===== src/design/maf_pkg.sv =====
// Package for the boxcar moving-average filter: sizes, action and register
// codes, shared structs and the running-sum saturation function.
// No dependencies.
package maf_pkg;

   localparam int WINDOW_MAX    = 256;
   localparam int SAMPLE_BITS   = 16;
   localparam int POS_BITS      = $clog2(WINDOW_MAX);
   localparam int WIN_BITS      = $clog2(WINDOW_MAX + 1);
   localparam int SUM_BITS      = 25;
   localparam int AVG_BITS      = 24;
   localparam int FRAC_BITS     = 8;
   localparam int PROD_BITS     = AVG_BITS + WIN_BITS + 1;
   localparam int DIVIDEND_BITS = SUM_BITS + FRAC_BITS;
   localparam int DIV_CNT_BITS  = $clog2(DIVIDEND_BITS + 1);
   localparam int CSR_IDX_BITS  = 1;
   localparam int CSR_DATA_BITS = 16;
   localparam int WL_BITS       = 9;

   typedef enum logic [1:0] {
      ACT_STEP      = 2'd0,
      ACT_PREVIEW   = 2'd1,
      ACT_STORE_AVG = 2'd2,
      ACT_RESTART   = 2'd3
   } action_type;

   typedef enum logic [CSR_IDX_BITS-1:0] {
      CSR_WINDOW_LENGTH = 1'b0,
      CSR_INIT_VALUE    = 1'b1
   } csr_index_type;

   typedef struct packed {
      logic                          rd_en;
      logic                          wr_en;
      logic                          clear;
      logic [POS_BITS-1:0]           addr;
      logic signed [SAMPLE_BITS-1:0] wr_data;
   } ring_ctrl_type;

   typedef struct packed {
      logic                     start;
      logic                     negative;
      logic [DIVIDEND_BITS-1:0] magnitude;
      logic [WIN_BITS-1:0]      divisor;
   } div_req_type;

   typedef struct packed {
      logic                       done;
      logic signed [AVG_BITS-1:0] quotient;
   } div_rsp_type;

   function automatic logic signed [SUM_BITS-1:0] sat_sum(
      input logic signed [PROD_BITS-1:0] v
   );
      logic signed [PROD_BITS-1:0] hi;
      logic signed [PROD_BITS-1:0] lo;
      hi = PROD_BITS'((64'sd1 <<< (SUM_BITS - 1)) - 64'sd1);
      lo = -hi - PROD_BITS'(1);
      if (v > hi) begin
         return SUM_BITS'(hi);
      end else if (v < lo) begin
         return SUM_BITS'(lo);
      end
      return SUM_BITS'(v);
   endfunction

endpackage


===== src/design/maf_ring.sv =====
// Sample ring: 256 x 16 memory with registered read, plus per-entry
// written flags cleared by reset or restart. Depends on maf_pkg.
module maf_ring import maf_pkg::*; (
   input  logic                          clock,
   input  logic                          reset,
   input  ring_ctrl_type                 ctrl,
   output logic signed [SAMPLE_BITS-1:0] rd_data,
   output logic                          rd_written
);

   logic signed [SAMPLE_BITS-1:0] mem [WINDOW_MAX];
   logic [WINDOW_MAX-1:0]         written_ff;
   logic [WINDOW_MAX-1:0]         written_in;
   logic signed [SAMPLE_BITS-1:0] rd_data_ff;
   logic                          rd_written_ff;

   always_ff @(posedge clock) begin
      if (ctrl.wr_en) begin
         mem[ctrl.addr] <= ctrl.wr_data;
      end
      if (ctrl.rd_en) begin
         rd_data_ff <= mem[ctrl.addr];
      end
   end

   always_comb begin
      written_in = written_ff;
      if (ctrl.clear) begin
         written_in = '0;
      end else if (ctrl.wr_en) begin
         written_in[ctrl.addr] = 1'b1;
      end
   end

   always_ff @(posedge clock) begin
      if (reset) begin
         written_ff    <= '0;
         rd_written_ff <= 1'b0;
      end else begin
         written_ff <= written_in;
         if (ctrl.rd_en) begin
            rd_written_ff <= written_ff[ctrl.addr];
         end
      end
   end

   assign rd_data    = rd_data_ff;
   assign rd_written = rd_written_ff;

endmodule


===== config.mk =====
export PLATFORM = sky130hd
export DESIGN_NAME = maf_ring
export DESIGN_NICKNAME = d
export VERILOG_FILES = /design/src/design/maf_pkg.sv /design/src/design/maf_ring.sv
export SDC_FILE = /design/constraint.sdc
export NUM_CORES = 2
export LEC_CHECK = 0
export BUFFER_PORTS_ARGS = -buffer_cell sky130_fd_sc_hd__buf_2
export CAP_MARGIN = 20
export CORE_MARGIN = 2
export CORE_UTILIZATION = 50
export CTS_BUF_LIST = sky130_fd_sc_hd__clkbuf_4 sky130_fd_sc_hd__clkbuf_8
export CTS_CLUSTER_DIAMETER = 100
export DETAILED_ROUTE_END_ITERATION = 8
export PLACE_DENSITY = 0.62
export SETUP_SLACK_MARGIN = 0.1
export SYNTH_ARGS = -nofsm -noshare
export SYNTH_HDL_FRONTEND = slang
export SYNTH_SLANG_ARGS = --single-unit

===== constraint.sdc =====
create_clock -name clock -period 14.2 [get_ports clock]
set_clock_uncertainty 0.1 [all_clocks]
set_input_delay 2.84 -clock clock [delete_from_list [all_inputs] [get_ports clock]]
set_output_delay 2.84 -clock clock [all_outputs]
set_load 0.02 [all_outputs]

* After elaboration in Yosys (flattened, before gate mapping) *
Memories as Yosys holds them, arrays and structs flattened. A register that Yosys moved wholly into a read port is not among the register bits.
Cells that the tools add are included.

word-level totals
  register bits = 257
  memory bits (writable) = 4096
  bits of input ports = 29
  output and inout port bits = 17
  logic and storage cells = 14
  memories = 1

cells by class
  magnitude comparators = 2
  muxes and demuxes = 6
  bitwise gates (word level) = 1
  reduce and logical (&&, ||, !) cells = 2

memory list
  name  words  bits a word  read ports  clocked after Yosys merged registers in  wr ports  RTL line        source
  mem   256    16           1           1                                        1         maf_ring.sv:11  logic signed [SAMPLE_BITS-1:0] mem [WINDOW_MAX];

operators with widths
  kind                  count
  $or A256 B256 Y256    1
  $lt A8 B9 Y1 const B  1
  $bmux W1 S8           1
  $demux W1 S8          1
  $ge A8 B1 Y1 const B  1
  $mux W1               4
  $reduce_or A2 Y1      1
  $logic_and A1 B1 Y1   1

* Depth between registers and ports, before layout *
  word-level depth = 5
  gate-level depth with buffers = 13
  mapped depth without buffers = 7

* Worst setup path before layout *
No wires, ideal clock.

  path kind = in2reg
  start = input ctrl[17] in the netlist's numbering
  end = memory mem[194][0] (enable)
  library setup time = 434 ps
  arrival = 6199 ps
  data required time = 13666 ps
  path slack = 7467 ps
  stages on the path = 9
  path buffers = 7
  cells stage by stage = buf_2 > buf_2 > buf_2 > buf_1 > buf_1 > buf_2 > nand2b_1 > clkbuf_1 > nor4_1

RTL lines
  item                RTL line        source
  start: declaration  maf_ring.sv:6   input ring_ctrl_type ctrl,
  end: declaration    maf_ring.sv:11

Straight into the memory's write port.

==> results.json <==
{
  "stdcell_area_sq_um": 188600,
  "power_density_nw_per_um2": 137.6,
  "multiInputGateArea_sq_um": 36700,
  "max_freq_mhz": 143.5,
  "reg2reg_depth": 6,
  "r2r_end": "rd_data[0]",
  "core_area_sq_um": 330800,
  "dr.first_iter.drc_count": 10810,
  "grt_overflow": 0,
  "cpPeakStageDelay_ns": 1.24,
  "maxCapViolations": 0,
  "die_w_um": 580.8,
  "slew_headroom_pct": -0.1007,
  "grt_first_pass_wirelength_um": 627500,
  "finalSetupViolCount": 0,
  "pin_count": 46,
  "regToRegSetupSlack_ns": 10.40,
  "cts.sinks": 4369,
  "ant_nets": 0,
  "placementRows": 211,
  "num_vias": 80800,
  "vias_per_cell": 6.373,
  "final_net_count": 7775,
  "grt_usage_pct": 26.57,
  "clk_path_buf_depth": 4,
  "min_to": "written_ff[10]",
  "gp_congestion": 0.8687,
  "synth_top_area_cell": "edfxtp_1",
  "hold_start": "written_ff[10]",
  "holdBufCountCts": 0,
  "syn_area_sq_um": 166300,
  "cp_max_fo": 72,
  "hold_depth": 1,
  "yosys.area.top_type_share_pct": 74.23,
  "rsz0062_at_grt": "false",
  "cp.arrival_ns": 7.79,
  "post_cts_buffers": 0,
  "htree_levels": 6,
  "fill_cells": 24020,
  "numCtsBuffers": 690,
  "synth_area_leaders": "edfxtp_1 74%, mux4_2 18%, dfxtp_1 3.1%",
  "clock-root-buffer": "clkbuf_8",
  "yosysUniqueCellTypes": 54,
  "cp_data_required_time_ns": 15.02,
  "ctsResizeCount": 0,
  "cts_tree": "yes",
  "netlist_instances": 7037,
  "grt_pass1_vias": 81610,
  "path_buf_inv": 3,
  "syn_to_final_growth_pct": 13.36,
  "most-common-layout-cells": "4,112 x edfxtp_1, 1,353 x mux4_2, 736 x clkbuf_8",
  "floorplan.initialDensity_pct": 50.28,
  "yosysWarnings": 0,
  "drive_gt1_share_pct": 38.47,
  "slew_violations": 1,
  "synth.net_count": 7066,
  "hold_class": "reg2reg",
  "cp-start-kind": "input pin",
  "cp.depth": 7,
  "crit_family": "buffers and inverters",
  "finalHoldWorstSlack_ns": 0.3606,
  "wl_um": 448500,
  "timing.final.crit_share_pct": 49.07,
  "end_kind": "register",
  "die_y_um": 580.8,
  "port_buffers": 45,
  "syn_area_per_cell_sq_um": 23.64,
  "clkTransAtPathRegs_ns": 0.06,
  "clkLatencyLatePin_ns": 1.25,
  "crit_slowest_cell": "a221oi_1",
  "layout_commonest_cell": "edfxtp_1",
  "peakVddDrop_mv": 0.09844,
  "synthArstFlopShare_pct": 0,
  "violations": "slew limit",
  "rr_startpoint": "mem[247][0]",
  "seq_area_sq_um": 128600,
  "leakagePower_nw": 59.03,
  "antenna_found_initial": 28,
  "fp.dieArea_sq_um": 337300,
  "dpl.hpwl_um": 259000,
  "crit_chain": "buf_12 > buf_4 > buf_4 > mux4_2 > mux4_2 > a221oi_1 > o221ai_1",
  "synth_edf_count": 4112,
  "drtPass1Iterations": 6,
  "placed_area_sq_um": 174700,
  "yosysSeqAreaShare_pct": 77.33,
  "routedWlPerCell_um": 35.38,
  "hold_violations": 0,
  "status": "finished, violations left",
  "min_period_ns": 6.967,
  "synthFlopType": "edfxtp_1",
  "setup_tns_ns": 0,
  "grt_max_degree": 193,
  "worstMarginPinSlew_ns": 1.502,
  "post-route-drc-count": 0,
  "crit_type": "in2reg",
  "synth_seq_cells": 4369
}
[cells by family (layout without fill, tap and decap cells)]
kind of cell	count (synthesis)	in the layout	share of synthesized area [%]
AND/OR/NAND/NOR	471	471	1.237
AO/OA/AOI/OAI	385	385	1.730
multiplexers	1393	1393	18.56
buffers and inverters	419	1683	1.143
flip-flops	4369	4369	77.33
other	0	12	0
[power by group]
part           switching (mW)  total [mW]  internal [mW]
clock network            4.93        10.5           5.61
registers              0.0254        14.1           14.1
logic                   0.812        1.27          0.458
[sequential cells by signal, indices dropped and copies added, names as in the netlist]
signal,cells
mem,4096
rd_data,16
rd_written,1
written_ff,256
[worst max path at each step]
stage | from | to
2_1_floorplan | ctrl[17] | mem[194][0]
3_3_place_gp | ctrl[16] | rd_data[9]
3_5_place_dp | ctrl[16] | rd_data[15]
4_1_cts | ctrl[16] | rd_data[15]
5_1_grt | ctrl[16] | rd_data[15]
6_report | ctrl[16] | rd_data[9]
[synth_stat cells (all sizes together), types with 6 or more instances]
cell type	number
a21oi	20
a221oi	7
a22o	7
a22oi	31
a31oi	10
a32oi	8
and2	7
buf	220
clkbuf	195
dfxtp	257
edfxtp	4112
mux2i	35
mux4	1353
nand2	54
nand2b	7
nand3	61
nand4	11
nor2	261
nor2b	12
nor3	32
o21a	256
o22ai	7
or4	6
[cell type report]
| class | count | area share [%] |
|---|---|---|
| tap | 4366 | 2.897 |
| clock buffer | 1014 | 6.426 |
| inverter | 4 | 0.009290 |
| antenna | 12 | 0.01593 |
| timing repair buffer | 432 | 2.172 |
| clock inverter | 233 | 0.8016 |
| sequential | 4369 | 68.22 |
| multi-input combinational | 2249 | 19.46 |
[through the flow]
stage	setup WS (ns)	utilization (%)	power [mW]	cells
3_5_place_dp	6.013	52.81	15.68	11410
2_1_floorplan	7.467	-	15.06	7037
6_report	7.233	57.00	25.95	12680
5_1_grt	7.124	57.00	26.70	12680
3_3_place_gp	6.037	52.56	15.66	11370
4_1_cts	7.350	56.93	26.12	12660
[layer usage]
layer  global-route usage, %  part of all wire, %
met1                   37.07                   39
met5                       0               0.0089
met2                   41.64                   48
met3                   4.898                  8.7
met4                   11.28                  4.5
Power figures use the tool's default switching activity.
